==> src/rtl/rsrp_pkg.sv <==
// ----------------------------------------------------------------------------
// rsrp_pkg
// Shared types and codes for the reversing speed ramp profile generator.
// ----------------------------------------------------------------------------
package rsrp_pkg;

  localparam int unsigned SpeedW  = 16;
  localparam int unsigned CmdW    = 15;
  localparam int unsigned StepW   = 15;
  localparam int unsigned TimerW  = 16;
  localparam int unsigned ActionW = 2;
  localparam int unsigned CfgAddrW = 2;
  localparam int unsigned CfgDataW = 16;
  localparam int unsigned InDataW  = 16;
  localparam int unsigned OutDataW = 24;

  localparam logic [StepW-1:0]  RampStepRst  = 15'd256;
  localparam logic [TimerW-1:0] HoldRst      = 16'd100;
  localparam logic [TimerW-1:0] DwellRst     = 16'd25;
  localparam logic [TimerW-1:0] TimerMax     = 16'hFFFF;

  typedef enum logic [ActionW-1:0] {
    ACT_TICK    = 2'd0,
    ACT_ABORT   = 2'd1,
    ACT_RESTART = 2'd2,
    ACT_NOP     = 2'd3
  } action_t;

  typedef enum logic [1:0] {
    PH_RAMP_UP   = 2'd0,
    PH_HOLD      = 2'd1,
    PH_RAMP_DOWN = 2'd2,
    PH_DWELL     = 2'd3
  } phase_t;

  localparam logic [CfgAddrW-1:0] REG_RAMP_STEP = 2'd0;
  localparam logic [CfgAddrW-1:0] REG_HOLD      = 2'd1;
  localparam logic [CfgAddrW-1:0] REG_DWELL     = 2'd2;

  typedef struct packed {
    phase_t                    phase;
    logic                      reverse;
    logic signed [SpeedW-1:0]  target;
    logic [TimerW-1:0]         timer;
  } prof_state_t;

  typedef struct packed {
    logic                      reverse_sign;
    phase_t                    profile_phase;
    logic                      stop_pulse;
    logic                      target_valid;
    logic signed [SpeedW-1:0]  target_speed;
  } prof_result_t;

  typedef struct packed {
    logic [StepW-1:0]  ramp_step;
    logic [TimerW-1:0] hold_periods;
    logic [TimerW-1:0] dwell_periods;
  } prof_cfg_t;

endpackage

==> src/rtl/reversing_speed_ramp_profile_top.sv <==
// ----------------------------------------------------------------------------
// reversing_speed_ramp_profile_top
// Reversing trapezoidal speed ramp generator with stream ports.
// ----------------------------------------------------------------------------
// One word in gives one word out. A word is captured in an input register,
// the profile step is evaluated in a single combinational pass from that
// register and the profile state, and the result is then registered in the
// output register; a new word is taken every cycle while the output side
// keeps up. Only the output register's backpressure stalls the input. The
// user must write configuration registers through the cfg port only while no
// word is in flight; the block itself does not enforce this.
module reversing_speed_ramp_profile_top (
  input  logic                               clk,
  input  logic                               rst_n,
  input  logic                               cfg_we,
  input  logic [rsrp_pkg::CfgAddrW-1:0]      cfg_addr,
  input  logic [rsrp_pkg::CfgDataW-1:0]      cfg_wdata,
  input  logic                               in_tvalid,
  output logic                               in_tready,
  // [14:0] command_speed, [15] zero fill
  input  logic [rsrp_pkg::InDataW-1:0]       in_tdata,
  // [1:0] action
  input  logic [rsrp_pkg::ActionW-1:0]       in_tuser,
  output logic                               out_tvalid,
  input  logic                               out_tready,
  // [15:0] target_speed, [16] target_valid, [17] stop_pulse,
  // [19:18] profile_phase, [20] reverse_sign, [23:21] zero fill
  output logic [rsrp_pkg::OutDataW-1:0]      out_tdata
);

  rsrp_pkg::prof_cfg_t             cfg_r;
  rsrp_pkg::prof_state_t           state_r;
  rsrp_pkg::prof_state_t           state_nxt;
  rsrp_pkg::prof_result_t          result;
  rsrp_pkg::prof_result_t          res_r;
  logic                            s1_valid_r;
  rsrp_pkg::action_t               s1_action_r;
  logic [rsrp_pkg::CmdW-1:0]       s1_cmd_r;
  logic                            out_valid_r;
  logic                            out_free;
  logic                            s1_move;

  assign out_free  = !out_valid_r || out_tready;
  assign s1_move   = s1_valid_r && out_free;
  assign in_tready = !s1_valid_r || out_free;

  always_ff @(posedge clk) begin
    if (!rst_n) begin
      cfg_r.ramp_step     <= rsrp_pkg::RampStepRst;
      cfg_r.hold_periods  <= rsrp_pkg::HoldRst;
      cfg_r.dwell_periods <= rsrp_pkg::DwellRst;
    end else if (cfg_we) begin
      case (cfg_addr)
        rsrp_pkg::REG_RAMP_STEP: cfg_r.ramp_step     <= cfg_wdata[rsrp_pkg::StepW-1:0];
        rsrp_pkg::REG_HOLD:      cfg_r.hold_periods  <= cfg_wdata;
        rsrp_pkg::REG_DWELL:     cfg_r.dwell_periods <= cfg_wdata;
        default: begin
        end
      endcase
    end
  end

  always_ff @(posedge clk) begin
    if (!rst_n) begin
      s1_valid_r <= 1'b0;
    end else if (in_tready) begin
      s1_valid_r <= in_tvalid;
    end
  end

  always_ff @(posedge clk) begin
    if (in_tready && in_tvalid) begin
      s1_action_r <= rsrp_pkg::action_t'(in_tuser);
      s1_cmd_r    <= in_tdata[rsrp_pkg::CmdW-1:0];
    end
  end

  rsrp_step u_step (
    .cur_state     (state_r),
    .cfg           (cfg_r),
    .action        (s1_action_r),
    .command_speed (s1_cmd_r),
    .nxt_state     (state_nxt),
    .result        (result)
  );

  // Profile state advances exactly when a word leaves the input register.
  always_ff @(posedge clk) begin
    if (!rst_n) begin
      state_r.phase   <= rsrp_pkg::PH_RAMP_UP;
      state_r.reverse <= 1'b0;
      state_r.target  <= '0;
      state_r.timer   <= '0;
    end else if (s1_move) begin
      state_r <= state_nxt;
    end
  end

  always_ff @(posedge clk) begin
    if (!rst_n) begin
      out_valid_r <= 1'b0;
    end else if (out_free) begin
      out_valid_r <= s1_valid_r;
    end
  end

  always_ff @(posedge clk) begin
    if (s1_move) begin
      res_r <= result;
    end
  end

  assign out_tvalid = out_valid_r;
  assign out_tdata  = {3'b000, res_r};

`ifndef SYNTHESIS
  a_tready_when_empty: assert property (@(posedge clk) disable iff (!rst_n)
    !out_valid_r |-> in_tready)
    else $error("input stalled while output register is empty");

  a_dwell_at_zero: assert property (@(posedge clk) disable iff (!rst_n)
    state_r.phase == rsrp_pkg::PH_DWELL |-> state_r.target == '0)
    else $error("nonzero target during dwell");

  a_target_range: assert property (@(posedge clk) disable iff (!rst_n)
    state_r.target != 16'sh8000)
    else $error("target left the symmetric speed range");

  a_invalid_zero: assert property (@(posedge clk) disable iff (!rst_n)
    out_valid_r && !res_r.target_valid |-> res_r.target_speed == '0)
    else $error("target speed nonzero on a word without a target");
`endif

endmodule

==> src/rtl/rsrp_step.sv <==
// ----------------------------------------------------------------------------
// rsrp_step
// One profile step: clamped ramp toward goal or zero and phase/timer advance.
// ----------------------------------------------------------------------------
module rsrp_step (
  input  rsrp_pkg::prof_state_t        cur_state,
  input  rsrp_pkg::prof_cfg_t          cfg,
  input  rsrp_pkg::action_t            action,
  input  logic [rsrp_pkg::CmdW-1:0]    command_speed,
  output rsrp_pkg::prof_state_t        nxt_state,
  output rsrp_pkg::prof_result_t       result
);

  logic signed [rsrp_pkg::SpeedW-1:0]   goal;
  logic signed [rsrp_pkg::SpeedW-1:0]   aim;
  logic signed [rsrp_pkg::SpeedW+1:0]   cur_ext;
  logic signed [rsrp_pkg::SpeedW+1:0]   aim_ext;
  logic signed [rsrp_pkg::SpeedW+1:0]   step_ext;
  logic signed [rsrp_pkg::SpeedW+1:0]   sum;
  logic signed [rsrp_pkg::SpeedW+1:0]   dif;
  logic signed [rsrp_pkg::SpeedW-1:0]   moved;
  logic [rsrp_pkg::TimerW-1:0]          timer_inc;

  always_comb begin
    goal = cur_state.reverse ? -$signed({1'b0, command_speed})
                             :  $signed({1'b0, command_speed});
    aim  = (cur_state.phase == rsrp_pkg::PH_RAMP_DOWN) ? '0 : goal;

    cur_ext  = {{2{cur_state.target[rsrp_pkg::SpeedW-1]}}, cur_state.target};
    aim_ext  = {{2{aim[rsrp_pkg::SpeedW-1]}}, aim};
    step_ext = $signed({3'b000, cfg.ramp_step});
    sum      = cur_ext + step_ext;
    dif      = cur_ext - step_ext;

    // Step by at most ramp_step, never past the aim.
    if (cur_ext < aim_ext) begin
      moved = (sum > aim_ext) ? aim : sum[rsrp_pkg::SpeedW-1:0];
    end else if (cur_ext > aim_ext) begin
      moved = (dif < aim_ext) ? aim : dif[rsrp_pkg::SpeedW-1:0];
    end else begin
      moved = cur_state.target;
    end

    timer_inc = (cur_state.timer == rsrp_pkg::TimerMax) ? cur_state.timer
                                                        : cur_state.timer + 1'b1;
  end

  always_comb begin
    nxt_state           = cur_state;
    result.target_speed = '0;
    result.target_valid = 1'b0;
    result.stop_pulse   = 1'b0;

    case (action)
      rsrp_pkg::ACT_ABORT: begin
        result.stop_pulse = 1'b1;
      end
      rsrp_pkg::ACT_RESTART: begin
        nxt_state.phase   = rsrp_pkg::PH_RAMP_UP;
        nxt_state.reverse = 1'b0;
        nxt_state.target  = '0;
        nxt_state.timer   = '0;
      end
      rsrp_pkg::ACT_TICK: begin
        result.target_valid = 1'b1;
        case (cur_state.phase)
          rsrp_pkg::PH_RAMP_UP: begin
            nxt_state.target    = moved;
            result.target_speed = moved;
            if (moved == goal) begin
              nxt_state.phase = rsrp_pkg::PH_HOLD;
              nxt_state.timer = '0;
            end
          end
          rsrp_pkg::PH_HOLD: begin
            nxt_state.target    = moved;
            result.target_speed = moved;
            nxt_state.timer     = timer_inc;
            if (timer_inc >= cfg.hold_periods) begin
              nxt_state.phase = rsrp_pkg::PH_RAMP_DOWN;
            end
          end
          rsrp_pkg::PH_RAMP_DOWN: begin
            nxt_state.target    = moved;
            result.target_speed = moved;
            if (moved == '0) begin
              nxt_state.phase = rsrp_pkg::PH_DWELL;
              nxt_state.timer = '0;
            end
          end
          default: begin
            nxt_state.timer = timer_inc;
            if (timer_inc >= cfg.dwell_periods) begin
              result.stop_pulse = 1'b1;
              nxt_state.reverse = ~cur_state.reverse;
              nxt_state.phase   = rsrp_pkg::PH_RAMP_UP;
            end
          end
        endcase
      end
      default: begin
      end
    endcase

    result.profile_phase = nxt_state.phase;
    result.reverse_sign  = nxt_state.reverse;
  end

endmodule

==> config.mk <==
export PLATFORM = sky130hd
export DESIGN_NAME = reversing_speed_ramp_profile_top
export DESIGN_NICKNAME = d
export VERILOG_FILES = /design/src/rtl/rsrp_pkg.sv /design/src/rtl/reversing_speed_ramp_profile_top.sv /design/src/rtl/rsrp_step.sv
export SDC_FILE = /design/constraint.sdc
export NUM_CORES = 1
export LEC_CHECK = 0
export BUFFER_PORTS_ARGS = -buffer_cell sky130_fd_sc_hd__buf_4
export CORE_MARGIN = 8
export CORE_UTILIZATION = 52
export CTS_CLUSTER_DIAMETER = 100
export DETAILED_ROUTE_END_ITERATION = 8
export GPL_TIMING_DRIVEN = 1
export PLACE_DENSITY = 0.73
export REMOVE_ABC_BUFFERS = 1
export SLEW_MARGIN = 25
export SYNTH_ARGS = -nofsm -noshare
export SYNTH_HDL_FRONTEND = slang
export SYNTH_HIERARCHICAL = 1
export SYNTH_SLANG_ARGS = --single-unit
==> constraint.sdc <==
create_clock -name clk -period 5.4 [get_ports clk]
set_input_delay 0.81 -clock clk [delete_from_list [all_inputs] [get_ports clk]]
set_output_delay 0.81 -clock clk [all_outputs]
set_load 0.05 [all_outputs]
==> impl_metrics.env <==
export IMPL_status="complete, but fails checks"
export IMPL_violations="negative setup slack"
export IMPL_synth_area_leaders="dfxtp_1 16%, ha_1 13%, edfxtp_1 11%, nand2_1 6.1%, mux2i_1 4.4%"
export IMPL_max_stage_delay_ns=0.38
export IMPL_cts_tree="done"
export IMPL_crit_buf_inv=7
export IMPL_wl_per_cell_um=19.6
export IMPL_cts_root_buf="clkbuf_16"
export IMPL_vias=11900
export IMPL_n_fill_cell=1486
export IMPL_vias_per_cell=6.01
export IMPL_gp_congestion=1.02
export IMPL_fp_row_count=52
export IMPL_ys_types=89
export IMPL_ctsHoldBuffers=0
export IMPL_holdPathEnd="cfg_r[18]"
export IMPL_whs_path_depth=2
export IMPL_crit_family="compound AO/OA/AOI/OAI gates"
export IMPL_fin_cells=1989
export IMPL_clk_path_buf_depth=2
export IMPL_grt_max_degree=102
export IMPL_drtPass1Iterations=8
export IMPL_grt_pass1_vias=11900
export IMPL_yosysSeqAreaShare=0.261
export IMPL_fin_nets=1862
export IMPL_htree_levels=4
export IMPL_hp_start="cfg_r[18]"
export IMPL_ff2ff_setup_slack_ns=-0.51
export IMPL_postRouteAntennaNets=0
export IMPL_clock_sinks=122
export IMPL_drt_total_wl_um=39000
export IMPL_grt_pass1_wl_um=60800
export IMPL_drc_errors=0
export IMPL_timing_rr_start="state_r[16]"
export IMPL_final_hold_viol_count=0
export IMPL_dp_slack_ns=-0.891
export IMPL_ys_seq_elements=122
export IMPL_area_growth_pct=38.9
export IMPL_syn_inst=1356
export IMPL_clk_latency_ns=0.43
export IMPL_final_common_cell="buf_4"
export IMPL_synth_top_area_cell="dfxtp_1"
export IMPL_core_um2=20300
export IMPL_power_frac_clock=0.378
export IMPL_postSynthAreaPerCell_um2=7.97
export IMPL_cts_buffers=17
export IMPL_dp_hpwl_um=29300
export IMPL_period_share=1.09
export IMPL_synth_edf_count=38
export IMPL_power_mw=3.03
export IMPL_io_pins=67
export IMPL_mostFrequentLayoutCells="382 x buf_4, 175 x nand2_1, 108 x ha_1, 107 x inv_1, 83 x dfxtp_1"
export IMPL_ir_drop_uv=220
export IMPL_setup_violations=18
export IMPL_fmax_mhz=169
export IMPL_slew_violations=0
export IMPL_r2r_end="state_r[3]"
export IMPL_min_path_type="reg2reg"
export IMPL_dp_cells=1926
export IMPL_placedInstanceArea_um2=13600
export IMPL_dieArea_um2=25700
export IMPL_crit_slowest_cell="a211o_4"
export IMPL_io_buffers=62
export IMPL_die_height_um=160
export IMPL_cp_arrival_ns=6.19
export IMPL_path_class="reg2reg"
export IMPL_cp_data_required_time_ns=5.69
export IMPL_cp_max_fo=8
export IMPL_multiInputGateArea_um2=7820
export IMPL_leakage_nw=7.00
export IMPL_reg2reg_depth=29
export IMPL_relSlewSlack=0.330
export IMPL_power_frac_seq=0.327
export IMPL_period_minus_slack_ns=5.91
export IMPL_switching_share=0.330
export IMPL_p_int_mw=2.03
export IMPL_final_area_um2=15000
export IMPL_synth_ff_type="dfxtp_1"
export IMPL_crit_top_cell="buf_4"
export IMPL_p_comb_frac=0.295
export IMPL_initial_utilization=0.533
export IMPL_overflow=0
export IMPL_switchingPower_mw=1.00
export IMPL_grtUsageTotal=0.292
export IMPL_drive_gt1_frac=0.322
export IMPL_cap_violations=0
export IMPL_async_reset_ff_frac=0
export IMPL_fin_ws_ns=-0.507
export IMPL_skew_ns=0.0150
export IMPL_diodes=0
export IMPL_powerDensity_nw_per_um2=202
export IMPL_grt_setup_unrepaired="yes"
export IMPL_path_clk_slew_ns=0.07
export IMPL_synth_top_area_frac=0.156
export IMPL_yosysWarningCount=6
export IMPL_antenna_found_initial=0
export IMPL_die_w_um=160
export IMPL_first_iter_violations=1155
export IMPL_worst_pin_slew_ns=1.01
export IMPL_seq_area_um2=2820
export IMPL_syn_area_um2=10800
export IMPL_critPathLaunchType="flip-flop"
export IMPL_end_kind="flip-flop"
## how the worst max path moves through the flow
stage / startpoint / endpoint / slack [ns] / cells past startpoint
6_report: state_r[16] / state_r[3] / -0.51 / 29
5_1_grt: s1_cmd_r[5] / state_r[33] / -0.68 / 26
3_5_place_dp: state_r[16] / state_r[33] / -0.89 / 24
2_1_floorplan: s1_cmd_r[5] / state_r[3] / -0.63 / 19
4_1_cts: state_r[16] / state_r[9] / -0.43 / 30
3_3_place_gp: state_r[16] / state_r[33] / -0.67 / 26
## synth_stat cells (all sizes together) (5+ instances only)
| library cell | count |
|---|---|
| a211o | 5 |
| a211oi | 19 |
| a21o | 51 |
| a21oi | 69 |
| a311oi | 6 |
| a31oi | 11 |
| a41oi | 5 |
| and2 | 9 |
| and3 | 12 |
| and4 | 5 |
| buf | 31 |
| clkbuf | 36 |
| dfxtp | 84 |
| edfxtp | 38 |
| ha | 113 |
| inv | 108 |
| mux2i | 47 |
| nand2 | 177 |
| nand2b | 15 |
| nand3 | 66 |
| nand3b | 7 |
| nand4 | 14 |
| nor2 | 81 |
| nor2b | 17 |
| nor3 | 30 |
| nor4 | 6 |
| o2111ai | 9 |
| o211a | 5 |
| o211ai | 16 |
| o21a | 9 |
| o21ai | 91 |
| o21bai | 6 |
| o221ai | 5 |
| o22ai | 5 |
| o31ai | 17 |
| or2 | 8 |
| or3 | 12 |
| xnor2 | 30 |
| xor2 | 18 |
## power by group through the flow
stage                     Combinational, mW  Sequential [mW]  Clock [mW]
after floorplan                       0.375             1.04           0
after global placement                0.754             1.01           0
after detailed placement              0.766             1.01           0
after CTS                             0.833            0.993        1.16
after global routing                  0.952            0.997        1.20
final                                 0.895            0.994        1.15
## state kept, by name, summed over array words and instances (netlist names)
| signal | flops |
|---|---|
| cfg_r | 47 |
| out_tdata | 21 |
| out_tvalid | 1 |
| s1_action_r | 2 |
| s1_cmd_r | 15 |
| s1_valid_r | 1 |
| state_r | 35 |
## worst reg2reg max path, delay by kind of cell, from the launching register on
family	cells	cell delay (ns)
fa+ha+maj	3	0.72
simple gates	10	1.46
buf+inv	7	1.07
flops	1	0.35
mux	1	0.09
compound gates	8	2.09
## cells by family (layout without fill, tap and decap cells)
kind of cell,Yosys count,count (layout),synth area share
xor+xnor,48,48,0.0389
simple gates,471,471,0.210
flops,122,122,0.261
fa+ha+maj,115,115,0.134
buf+inv,175,536,0.0712
mux,47,47,0.0435
other cells,1,3,0.000347
compound gates,377,377,0.241
## through the flow
stage / setup TNS [ns] / hold slack [ns] / utilization
3_5_place_dp: -14.73 / 0.462 / 0.669
2_1_floorplan: -10.62 / 0.443 / -
5_1_grt: -11.26 / 0.503 / 0.740
4_1_cts: -7.07 / 0.477 / 0.727
6_report: -8.07 / 0.477 / 0.740
3_3_place_gp: -10.81 / 0.453 / 0.668
## routing by layer
| layer | GRT usage | vias to the layer above | wire length, µm |
|---|---|---|---|
| met1 | 0.370 | 5582 | 16300 |
| met3 | 0.0481 | 136 | 3150 |
| met5 | 0 | - | 0 |
| met2 | 0.465 | 606 | 17400 |
| li1 | - | 5623 | - |
| met4 | 0.161 | 0 | 2090 |
## final cells by class
| type | count | share of cell area |
|---|---|---|
| Multi-Input combinational cell | 1061 | 0.520 |
| Clock inverter | 14 | 0.00925 |
| Sequential cell | 122 | 0.188 |
| Timing Repair Buffer | 396 | 0.203 |
| Inverter | 108 | 0.0270 |
| Clock buffer | 18 | 0.0300 |
| Tap cell | 270 | 0.0225 |
## what timing repair did
action | 4_1_cts | 5_1_grt
pin swaps | 35 | 22
endpoints found under the setup margin | 23 | 29
resized for setup | 79 | 55
cloned | 1 | 0
setup buffers | 27 | 5
(Power assumes the default switching activity.)
